--- config.mk ---
export PLATFORM = sky130hd
export DESIGN_NAME = mac_whitelist_round_robin_table_core
export DESIGN_NICKNAME = d
export VERILOG_FILES = /design/src/rtl/mwl_pkg.sv /design/src/rtl/mac_whitelist_round_robin_table_core.sv /design/src/rtl/mwl_front.sv /design/src/rtl/mwl_back.sv
export VERILOG_INCLUDE_DIRS = /design/src /design/src/rtl
export SDC_FILE = /design/constraint.sdc
export NUM_CORES = 1
export LEC_CHECK = 0
export ABC_CLOCK_PERIOD_IN_PS = 10700
export BUFFER_PORTS_ARGS = -buffer_cell sky130_fd_sc_hd__buf_2
export CAP_MARGIN = 30
export CORE_MARGIN = 5
export CORE_UTILIZATION = 62
export DETAILED_ROUTE_END_ITERATION = 7
export PLACE_DENSITY = 0.79
export SLEW_MARGIN = 30
export SYNTH_ARGS = -nofsm -noshare
export SYNTH_HDL_FRONTEND = slang
export SYNTH_SLANG_ARGS = --single-unit
--- constraint.sdc ---
create_clock -name aclk -period 10.7 [get_ports aclk]
set_input_delay 0 -clock aclk [delete_from_list [all_inputs] [get_ports aclk]]
set_output_delay 0 -clock aclk [all_outputs]
set_load 0.005 [all_outputs]
--- src/rtl/assert_macros.svh ---
// Assertion macros shared by the whitelist table RTL.
`ifndef ASSERT_MACROS_SVH
`define ASSERT_MACROS_SVH

// Checks a condition at every rising clock edge outside of reset.
`define MWL_ASSERT(lbl, clk, rstn, cond, msg) \
    lbl: assert property (@(posedge clk) disable iff (!(rstn)) (cond)) else $error(msg);

// Checks that the consequent holds in the cycle after the antecedent.
`define MWL_ASSERT_NEXT(lbl, clk, rstn, ante, cons, msg) \
    lbl: assert property (@(posedge clk) disable iff (!(rstn)) (ante) |=> (cons)) else $error(msg);

`endif

--- src/rtl/mwl_pkg.sv ---
// Shared types and constants for the MAC whitelist table.
`timescale 1ns / 1ps

package mwl_pkg;

    localparam int MAC_W          = 48;
    localparam int REQ_W          = 2;
    localparam int LIST_COUNT_W   = 5;
    localparam int BYTE_W         = 8;
    localparam int DEF_SLOTS      = 10;
    localparam int DEF_ADDR_BYTES = 6;

    // Request codes.
    localparam logic [REQ_W-1:0] REQ_CHECK = 2'd0;
    localparam logic [REQ_W-1:0] REQ_ADD   = 2'd1;
    localparam logic [REQ_W-1:0] REQ_CLEAR = 2'd2;

    typedef struct packed {
        logic [REQ_W-1:0] req_type;
        logic [MAC_W-1:0] mac_addr;
    } in_t;

    typedef struct packed {
        logic                    found;
        logic [LIST_COUNT_W-1:0] list_count;
    } out_t;

    // Decoded request as it travels from the front end to the back end.
    typedef struct packed {
        logic             lookup;
        logic             add;
        logic             clear;
        logic [MAC_W-1:0] mac;
    } cmd_t;

endpackage

--- src/rtl/mac_whitelist_round_robin_table_core.sv ---
// Top level of the MAC whitelist table with round-robin replacement.
`timescale 1ns / 1ps

// This block keeps a whitelist of SLOTS MAC addresses of ADDR_BYTES bytes each and
// answers one request per transaction: a check reports whether the address matches
// one of the stored entries, an add stores it in the next slot in round-robin order
// unless it is already present, and a clear empties the list. Every request, the
// unused code included, yields exactly one result transaction carrying the found
// flag and the stored count, which runs through 0 to 2*SLOTS-1 so that old entries
// are replaced in order. Addresses compare like a bounded string compare, first byte
// in the high bits, and an equal zero byte ends the compare as a match. The block
// sustains one transaction per clock cycle while results are taken: the front end
// registers each request into a two-entry queue, and the back end compares it against
// all slots in parallel and updates the count and the entry in the same cycle, so the
// count update is the loop that sets the rate. The result valid is registered: a
// request is first written into the queue, and the back end loads the result register
// as it pops it. While a result waits, the queue keeps accepting up to two requests,
// and a taken waiting result lets the next queued request through in that cycle.
module mac_whitelist_round_robin_table_core #(
    parameter int SLOTS      = mwl_pkg::DEF_SLOTS,
    parameter int ADDR_BYTES = mwl_pkg::DEF_ADDR_BYTES
) (
    input  logic          aclk,
    input  logic          aresetn,
    input  logic          s_valid,
    output logic          s_ready,
    input  mwl_pkg::in_t  s_data,
    output logic          m_valid,
    input  logic          m_ready,
    output mwl_pkg::out_t m_data
);

    // Decoded requests handed from the front end to the back end.
    logic          deq_valid;
    logic          deq_ready;
    mwl_pkg::cmd_t deq_cmd;

    mwl_front u_front (
        .aclk      (aclk),
        .aresetn   (aresetn),
        .s_valid   (s_valid),
        .s_ready   (s_ready),
        .s_data    (s_data),
        .deq_valid (deq_valid),
        .deq_ready (deq_ready),
        .deq_cmd   (deq_cmd)
    );

    // The back end owns the entry cells and the count; it only ever looks at
    // slots below the count, so entries never need clearing.
    mwl_back #(
        .SLOTS      (SLOTS),
        .ADDR_BYTES (ADDR_BYTES)
    ) u_back (
        .aclk      (aclk),
        .aresetn   (aresetn),
        .deq_valid (deq_valid),
        .deq_ready (deq_ready),
        .deq_cmd   (deq_cmd),
        .m_valid   (m_valid),
        .m_ready   (m_ready),
        .m_data    (m_data)
    );

endmodule

--- src/rtl/mwl_front.sv ---
// Front end: accepts requests, decodes them and queues them for the back end.
`timescale 1ns / 1ps
`include "assert_macros.svh"

module mwl_front (
    input  logic          aclk,
    input  logic          aresetn,
    input  logic          s_valid,
    output logic          s_ready,
    input  mwl_pkg::in_t  s_data,
    output logic          deq_valid,
    input  logic          deq_ready,
    output mwl_pkg::cmd_t deq_cmd
);

    localparam int QUEUE_DEPTH = 2;
    localparam int QPTR_W      = $clog2(QUEUE_DEPTH);
    localparam int QCNT_W      = $clog2(QUEUE_DEPTH + 1);

    mwl_pkg::cmd_t queue_mem [QUEUE_DEPTH];

    logic [QPTR_W-1:0] wr_ptr_reg, wr_ptr_next;
    logic [QPTR_W-1:0] rd_ptr_reg, rd_ptr_next;
    logic [QCNT_W-1:0] occ_reg, occ_next;

    mwl_pkg::cmd_t new_cmd;
    logic          push;
    logic          pop;

    // Classify the request; the unused code decodes to a request that does nothing.
    always_comb begin
        new_cmd.mac    = s_data.mac_addr;
        new_cmd.add    = (s_data.req_type == mwl_pkg::REQ_ADD);
        new_cmd.clear  = (s_data.req_type == mwl_pkg::REQ_CLEAR);
        new_cmd.lookup = (s_data.req_type == mwl_pkg::REQ_CHECK) ||
                         (s_data.req_type == mwl_pkg::REQ_ADD);
    end

    assign s_ready   = (occ_reg != QCNT_W'(QUEUE_DEPTH));
    assign deq_valid = (occ_reg != '0);
    assign deq_cmd   = queue_mem[rd_ptr_reg];
    assign push      = s_valid && s_ready;
    assign pop       = deq_valid && deq_ready;

    always_comb begin
        wr_ptr_next = wr_ptr_reg;
        rd_ptr_next = rd_ptr_reg;
        if (push) begin
            wr_ptr_next = (wr_ptr_reg == QPTR_W'(QUEUE_DEPTH - 1)) ? '0 : wr_ptr_reg + 1'b1;
        end
        if (pop) begin
            rd_ptr_next = (rd_ptr_reg == QPTR_W'(QUEUE_DEPTH - 1)) ? '0 : rd_ptr_reg + 1'b1;
        end
        occ_next = occ_reg + QCNT_W'(push) - QCNT_W'(pop);
    end

    always_ff @(posedge aclk) begin
        if (!aresetn) begin
            wr_ptr_reg <= '0;
            rd_ptr_reg <= '0;
            occ_reg    <= '0;
        end else begin
            wr_ptr_reg <= wr_ptr_next;
            rd_ptr_reg <= rd_ptr_next;
            occ_reg    <= occ_next;
        end
    end

    always_ff @(posedge aclk) begin
        if (push) begin
            queue_mem[wr_ptr_reg] <= new_cmd;
        end
    end

    `MWL_ASSERT(a_occ_bound, aclk, aresetn, occ_reg <= QCNT_W'(QUEUE_DEPTH), "queue overfilled")

endmodule

--- src/rtl/mwl_back.sv ---
// Back end: parallel entry compare, round-robin replacement and result register.
`timescale 1ns / 1ps
`include "assert_macros.svh"

module mwl_back #(
    parameter int SLOTS      = mwl_pkg::DEF_SLOTS,
    parameter int ADDR_BYTES = mwl_pkg::DEF_ADDR_BYTES
) (
    input  logic          aclk,
    input  logic          aresetn,
    input  logic          deq_valid,
    output logic          deq_ready,
    input  mwl_pkg::cmd_t deq_cmd,
    output logic          m_valid,
    input  logic          m_ready,
    output mwl_pkg::out_t m_data
);

    localparam int ENTRY_W = mwl_pkg::BYTE_W * ADDR_BYTES;
    localparam int CNT_W   = $clog2(2 * SLOTS);
    localparam int IDX_W   = $clog2(SLOTS);
    localparam int WIDE_W  = mwl_pkg::MAC_W + ENTRY_W;
    localparam int CWIDE_W = CNT_W + mwl_pkg::LIST_COUNT_W;

    logic [ENTRY_W-1:0] entry_reg [SLOTS];

    logic [CNT_W-1:0]  cnt_reg, cnt_next;
    logic              m_valid_reg, m_valid_next;
    mwl_pkg::out_t     m_data_reg, m_data_next;

    logic [WIDE_W-1:0]  mac_wide;
    logic [ENTRY_W-1:0] mac_e;
    logic [SLOTS-1:0]   hit_vec;
    logic               hit;
    logic               pop;
    logic               wr_en;
    logic [CNT_W-1:0]   slot_full;
    logic [IDX_W-1:0]   slot_idx;
    logic [CWIDE_W-1:0] cnt_wide;

    assign mac_wide  = WIDE_W'(deq_cmd.mac);
    assign mac_e     = mac_wide[ENTRY_W-1:0];
    assign deq_ready = !m_valid_reg || m_ready;
    assign pop       = deq_valid && deq_ready;

    // Each slot compares byte by byte from the first byte; an equal zero byte ends
    // the compare as a match. Only slots below the count hold written entries.
    always_comb begin
        logic       done;
        logic       match;
        logic [7:0] xb;
        logic [7:0] yb;
        for (int i = 0; i < SLOTS; i++) begin
            done  = 1'b0;
            match = 1'b1;
            for (int k = ADDR_BYTES - 1; k >= 0; k--) begin
                xb = mac_e[mwl_pkg::BYTE_W*k +: 8];
                yb = entry_reg[i][mwl_pkg::BYTE_W*k +: 8];
                if (!done) begin
                    if (xb != yb) begin
                        done  = 1'b1;
                        match = 1'b0;
                    end else if (xb == 8'd0) begin
                        done = 1'b1;
                    end
                end
            end
            hit_vec[i] = match && (CNT_W'(i) < cnt_reg);
        end
    end

    assign hit       = |hit_vec;
    assign slot_full = (cnt_reg >= CNT_W'(SLOTS)) ? cnt_reg - CNT_W'(SLOTS) : cnt_reg;
    assign slot_idx  = slot_full[IDX_W-1:0];
    assign wr_en     = pop && deq_cmd.add && !hit;

    always_comb begin
        cnt_next = cnt_reg;
        if (pop) begin
            if (deq_cmd.clear) begin
                cnt_next = '0;
            end else if (deq_cmd.add && !hit) begin
                cnt_next = (cnt_reg == CNT_W'(2 * SLOTS - 1)) ? CNT_W'(SLOTS)
                                                              : cnt_reg + 1'b1;
            end
        end
    end

    assign cnt_wide = CWIDE_W'(cnt_next);

    always_comb begin
        m_data_next            = m_data_reg;
        m_valid_next           = m_valid_reg && !m_ready;
        if (pop) begin
            m_valid_next           = 1'b1;
            m_data_next.found      = deq_cmd.lookup && hit;
            m_data_next.list_count = cnt_wide[mwl_pkg::LIST_COUNT_W-1:0];
        end
    end

    always_ff @(posedge aclk) begin
        if (!aresetn) begin
            cnt_reg     <= '0;
            m_valid_reg <= 1'b0;
        end else begin
            cnt_reg     <= cnt_next;
            m_valid_reg <= m_valid_next;
        end
    end

    always_ff @(posedge aclk) begin
        m_data_reg <= m_data_next;
        if (wr_en) begin
            entry_reg[slot_idx] <= mac_e;
        end
    end

    assign m_valid = m_valid_reg;
    assign m_data  = m_data_reg;

    `MWL_ASSERT(a_cnt_range, aclk, aresetn, cnt_reg <= CNT_W'(2 * SLOTS - 1), "count out of range")
    `MWL_ASSERT_NEXT(a_clear_result, aclk, aresetn, pop && deq_cmd.clear, m_valid_reg && (m_data_reg.list_count == '0) && !m_data_reg.found, "clear result wrong")
    `MWL_ASSERT_NEXT(a_hit_keeps_cnt, aclk, aresetn, pop && deq_cmd.add && hit, cnt_reg == $past(cnt_reg), "add of present address changed count")

endmodule
; Word level (Yosys, flattened, before mapping)
; Memory sizes are Yosys's and may differ from the RTL's. A register that Yosys moved wholly into a read port is not among the register bits.
; Cells that the tools add are included.
[totals]
elab_cells = 339
register_bits = 16
inputBits = 54
ramBits = 582
n_memories = 2
[classes]
mux = 219
addsub = 6
eq_ne = 64
n_lt_le_gt_ge = 11
n_reduce_logical = 30
[mem_list]
columns = name, depth, width, rd, rd_ports_with_merged_regs, write_ports, line_no
row1 = u_back.entry_reg, 10, 48, 10, 0, 1, mwl_back.sv:25  ; logic [ENTRY_W-1:0] entry_reg [SLOTS];
row2 = u_front.queue_mem, 2, 51, 1, 1, 1, mwl_front.sv:20  ; mwl_pkg::cmd_t queue_mem [QUEUE_DEPTH];
[op_table]
columns = operator, count
row1 = inequality test 8 bit, 60
row2 = two-way mux 1 bit, 214
row3 = zero test 8 bit, 5
row4 = < comparator 3 x 5 -> 1 bit (first input constant), 4
row5 = two-way mux 5 bit, 4
row6 = logical AND 1 bit, 17
row7 = < comparator 1 x 5 -> 1 bit (first input constant), 2
row8 = < comparator 2 x 5 -> 1 bit (first input constant), 2
row9 = < comparator 4 x 5 -> 1 bit (first input constant), 2
row10 = OR reduction 10 bit, 1
row11 = adder 5 x 1 -> 5 bit (second input constant), 1
row12 = equality test 5 bit (second input constant), 1
row13 = greater-or-equal comparator 5 x 4 -> 1 bit (second input constant), 1
row14 = two-way mux 4 bit, 1
row15 = subtractor 4 bit (second input constant), 1
row16 = zero test 1 bit, 3
row17 = adder 1 bit (second input constant), 2
row18 = adder 2 x 1 -> 2 bit, 1
row19 = equality test 2 x 1 -> 1 bit (second input constant), 1
row20 = equality test 2 bit (second input constant), 1
row21 = zero test 2 bit, 1
row22 = logical OR 1 bit, 2
row23 = inequality test 2 bit (second input constant), 1
row24 = nonzero test 2 bit, 1
row25 = subtractor 2 x 1 -> 2 bit, 1

; Logic depth before layout (Yosys ltp)
; An unclocked memory read counts as a cell.
[depth]
depth_word = 20
ltp_mapped = 15
depth_no_buf = 12

; Hierarchy
; A second synthesis with hierarchy kept.
[hier_totals]
cells_unflattened = 1552
hier_area_um2 = 25371.8
[by_module_without_submodules]
columns = module, instances, area_each_um2, cells_per_inst
row1 = mwl_back, 1, 21396.8, 1361
row2 = mwl_front, 1, 3975.1, 191

; Least setup slack after synthesis
; No wires, ideal clock.
[synth_timing]
path_kind = register to register
startpoint = register (tool-made name)
endpoint = memory u_back.entry_reg[9][0] in the netlist's numbering, enable pin
path_buffers = 4
path_stages_with_launch = 14
slack_ps = 2813
period_less_slack_ps = 7887
setup_time_ps = 573
t_arrival_ps = 7314
required_ps = 10127
cell_sequence = dfxtp_1 buf_6 buf_8 buf_12 mux2i_4 buf_12 xnor2_4 nor4_4 nand4_1 or3_1 a211oi_2 and3_1 nand3_2 nor4_1
[synth_rtl]
columns = item, line_no
row1 = to (decl), mwl_back.sv:25

==> results.md <==
- The flow ran to the end, and the final reports show no timing, DRC or antenna violations.
- The number of DRC violations after detailed routing is 0.
- The worst setup path is captured at a flop.
- Global routing consumed, on the met2 layer, 42.6% of the routing resources.
- The hold path startpoint is s_data[36].
- The first detailed-routing pass took 5 iterations.
- The number of global-route vias before repair is 14344.
- The final layout contains routed wiring with a total length of 57000 um.
- Entering global routing, the biggest net connects 52 pins.
- The number of H-tree branching levels is 2.
- After legalization and detailed placement, the total HPWL measured 34900 um.
- The slowest cell on the critical path is sky130_fd_sc_hd__mux2i_2.
- For this block, the initial DRC count from the detailed router was 1445.
- The synthesized netlist occupies a cell area of 25600 um2.
- The critical path's largest stage delay is 0.91 ns.
- The destination of the worst register-to-register timing path is u_back.entry_reg[6][18].
- Net switching is 29.2% of the power.
- The fraction of layout cells with a size suffix above 1 is 12.8%.
- The worst hold path belongs to the class primary input to flop.
- Across the run, the number of max-cap violations was 0.
- Prior to clock tree synthesis, the placed netlist has a worst setup slack of 4.55 ns.
- The met3 track utilization from global routing is 3.94%.
- The maximum clock frequency is 162 MHz.
- From bottom edge to top edge, the die measures 213 um.
- In this run, CTS created clock tree buffers numbering 58.
- The initial antenna violation count is 0.
- The clock reaches the later pin of the worst-skew pair after 0.62 ns.
- The horizontal extent of the die is 213 um.
- The global-route usage over all layers is 25.3%.
- The number of setup buffers added after CTS is 0.
- The worst endpoint data arrival time is 6.40 ns.
- The main flop type after synthesis is sky130_fd_sc_hd__edfxtp_1.
- The share of synthesized area in the top cell type comes to 68.9%.
- The floorplan has 74 rows.
- The critical path is of the flop to flop type.
- Of the synthesized area, sequential elements account for 69.7%.
- For this block, the via count after detailed routing is 13936.
- The setup violation total in the final timing report is 0.
- The slew at the pin closest to its max-slew limit is 0.984 ns.
- The net switching power is 0.00188 W.
- The mean area per synthesized cell is 15.9 um2.
- The CTS tree is yes.
- The post-detailed-placement cell area is 26600 um2.
- Traced cell by cell, the critical path runs through buf_4, mux2i_2, xnor2_1, nor4_1, nand2_1, a311o_1, o31ai_2, o311ai_1, and4bb_2, nand3_2, nor3_2, buf_4.
- Of the total power, registers draw 46.2%.
- The net count after synthesis is 1672.
- The kind of cell adding the most delay to the critical path is simple AND/OR/NAND/NOR gates.
- The number of distinct standard cells referenced by the synthesized netlist is 67.
- The terminating pin of the worst hold path is u_front.queue_mem[0][36].
- The global-route met1 utilization is 34.8%.
- The tightest slew margin relative to the limit is 33.1%.
- The floorplan die area is 45500 um2.
- The buffers plus inverters on the worst setup path is 2.
- The sum of overflow across all layers after global routing is 0.
- The number of max-slew violations in the final report was 0.
- The quantity of I/O buffers inserted on ports is 61.
- Cells fill 71.0% of the core in the end.
- The maximum fanout encountered on the critical timing path is 43.
- The combinational share of power is 23.5%.
- The area inside the core boundary is 40800 um2.
- The worst-case clock skew is 0.0308 ns.
- Counting flops with a built-in enable in the synthesized netlist gives 588.
- 62 I/O pins were placed.
- For this run, asynchronously set or reset flops after synthesis account for 0%.
- Summed over all cells, the static leakage comes to 9.31 nW.
- The reg2reg setup slack is 4.53 ns.
- Counting cells, the worst reg-to-reg path comes to 12.
- Setup slack closes at 4.53 ns.
- The net count of the finished layout is 1840.
- The clock sink count is 599.
- The area growth from synthesis to layout is 13.1%.
- The routability-driven placement congestion ratio is 0.869.
- Post-CTS repair changed the size of 0 cells.
- The peak supply drop is 0.000166 V.
- In the final timing run, aggregate negative setup slack is 0 ns.
- met2 is the most crowded layer.
- The repair_antennas step left the layout with diodes totalling 0.
- Once the floorplan was initialized, standard cells occupied 62.8% of the core.
- The largest buffer count on any clock path is 3.
- Clock-pin slew was measured on the worst setup and hold paths at 0.07 ns.
- The period utilization is 57.7%.
- Clock tree synthesis selected as its root buffer the cell sky130_fd_sc_hd__clkbuf_16.
- The clock power share is 30.3%.
- By area the synthesized netlist is led by sky130_fd_sc_hd__edfxtp_1, sky130_fd_sc_hd__xnor2_1, sky130_fd_sc_hd__xor2_1, sky130_fd_sc_hd__nor4_1, sky130_fd_sc_hd__mux2i_1.
- Setup repair after global routing left no endpoint under its margin.
- The required arrival time at the worst endpoint is 10.93 ns.
- By instance count, the cell type seen most on the critical path is sky130_fd_sc_hd__buf_4.
- In the final routed layout, each cell accounts on average for 24.2 um.
- For this run, the number of standard cells in the final layout without fillers is 2353.
- Along the worst hold path, the cell count comes to 2.
- Of all cell types, the one taking the most synthesized area is sky130_fd_sc_hd__edfxtp_1.
- The power per cell area is 223 nW/um2.
- Counting every instance in the synthesized netlist gives 1610.
- The post-synthesis sequential element count is 599.
- The global-route wire length before repair is 86500 um.
- The remaining antenna violation count after routing is 0.
- For this run, the number of Yosys warnings is 0.
- The startpoint class of the critical path is a flop.
- Counting tap cells, the placed design contains a total of 2196 instances.
- The register with the most flip-flops in the layout has 480 of them.
- The cell area after layout is 29000 um2.
- Subtracting the final worst setup slack from the clock period gives 6.17 ns.
- The number of vias per cell after detailed routing is 5.92.
- The final number of hold-violating endpoints came to 0.
- The internal power component is 0.00457 W.
-- power by group through the flow --
stage          Clock (W)  Combinational [W]  Sequential, W
2_1_floorplan          0            0.00110        0.00300
3_3_place_gp           0            0.00145        0.00302
4_1_cts          0.00197            0.00152        0.00298
5_1_grt          0.00208            0.00163        0.00300
6_report         0.00195            0.00151        0.00298
3_5_place_dp           0            0.00148        0.00303
-- layout by cell type (no fill, tap or decap), types with 9 or more instances in the layout --
cell,n
sky130_fd_sc_hd__a21oi_1,27
sky130_fd_sc_hd__buf_2,61
sky130_fd_sc_hd__buf_4,53
sky130_fd_sc_hd__clkbuf_1,13
sky130_fd_sc_hd__clkbuf_16,59
sky130_fd_sc_hd__clkinv_1,12
sky130_fd_sc_hd__dfxtp_1,10
sky130_fd_sc_hd__dlygate4sd3_1,54
sky130_fd_sc_hd__edfxtp_1,588
sky130_fd_sc_hd__inv_1,60
sky130_fd_sc_hd__mux2i_1,38
sky130_fd_sc_hd__mux2i_4,9
sky130_fd_sc_hd__nand2_1,24
sky130_fd_sc_hd__nand3_1,15
sky130_fd_sc_hd__nand4_1,44
sky130_fd_sc_hd__nor2_1,29
sky130_fd_sc_hd__nor3_1,14
sky130_fd_sc_hd__nor4_1,89
sky130_fd_sc_hd__o21ai_0,12
sky130_fd_sc_hd__xnor2_1,347
sky130_fd_sc_hd__xor2_1,135
-- metal layers --
layer | part of all wire, % | wire (um)
met5 | 0 | 0
met4 | 2.6 | 1500
met3 | 7.2 | 4130
met2 | 50 | 28700
met1 | 40 | 22700
-- synthesized netlist by cell type, types with 5 or more instances --
| library cell | n |
|---|---|
| sky130_fd_sc_hd__a211oi_1 | 7 |
| sky130_fd_sc_hd__a21oi_1 | 27 |
| sky130_fd_sc_hd__a31oi_1 | 6 |
| sky130_fd_sc_hd__buf_1 | 6 |
| sky130_fd_sc_hd__buf_2 | 24 |
| sky130_fd_sc_hd__buf_4 | 13 |
| sky130_fd_sc_hd__buf_6 | 9 |
| sky130_fd_sc_hd__dfxtp_1 | 11 |
| sky130_fd_sc_hd__edfxtp_1 | 588 |
| sky130_fd_sc_hd__ha_1 | 8 |
| sky130_fd_sc_hd__inv_1 | 60 |
| sky130_fd_sc_hd__mux2i_1 | 38 |
| sky130_fd_sc_hd__mux2i_4 | 9 |
| sky130_fd_sc_hd__nand2_1 | 24 |
| sky130_fd_sc_hd__nand3_1 | 15 |
| sky130_fd_sc_hd__nand4_1 | 44 |
| sky130_fd_sc_hd__nor2_1 | 30 |
| sky130_fd_sc_hd__nor3_1 | 18 |
| sky130_fd_sc_hd__nor4_1 | 93 |
| sky130_fd_sc_hd__o21ai_0 | 12 |
| sky130_fd_sc_hd__o31ai_1 | 8 |
| sky130_fd_sc_hd__or4_1 | 5 |
| sky130_fd_sc_hd__xnor2_1 | 347 |
| sky130_fd_sc_hd__xor2_1 | 135 |
-- logic make-up (layout without fill, tap and decap cells) --
logic type | after synthesis | in the layout | synth area share (%)
AND/OR/NAND/NOR | 260 | 260 | 5.91
multiplexers | 50 | 50 | 2.43
flip-flops | 599 | 599 | 69.7
AO/OA/AOI/OAI | 89 | 89 | 2.40
adder cells (fa/ha/maj) | 8 | 8 | 0.391
XOR/XNOR | 483 | 483 | 16.6
buffers and inverters | 121 | 332 | 2.56
-- through the flow --
step / hold WS, ns / power, W
finish: 0.105 / 0.00645
global route: 0.110 / 0.00670
global placement: 0.187 / 0.00447
detailed placement: 0.191 / 0.00451
CTS: 0.0719 / 0.00647
floorplan: 0.0989 / 0.00411
-- repair_timing --
| item | CTS | global route |
|---|---|---|
| endpoints found under the setup margin | 0 | 0 |
| hold buffers | 54 | 0 |
| hold endpoints to repair | 113 | 0 |
-- cell type report --
class / instances / area [um2]
clock buffers: 78 / 1610
clock inverters: 25 / 195
fillers: 2474 / 11800
inverters: 61 / 229
multi-input cells: 890 / 7170
flip-flops and latches: 599 / 17900
well taps: 532 / 666
repair buffers: 168 / 1240
-- how the worst max path moves through the flow --
stage                               to  slack, ns  depth (start not counted)
4_1_cts        u_back.entry_reg[9][31]       4.51                         12
6_report       u_back.entry_reg[6][18]       4.53                         12
5_1_grt        u_back.entry_reg[6][19]       4.16                         12
3_3_place_gp   u_back.entry_reg[9][13]       4.62                         12
2_1_floorplan   u_back.entry_reg[9][0]       2.81                         13
3_5_place_dp   u_back.entry_reg[9][13]       4.55                         12
Note: power is estimated with default switching activity, not from simulation.
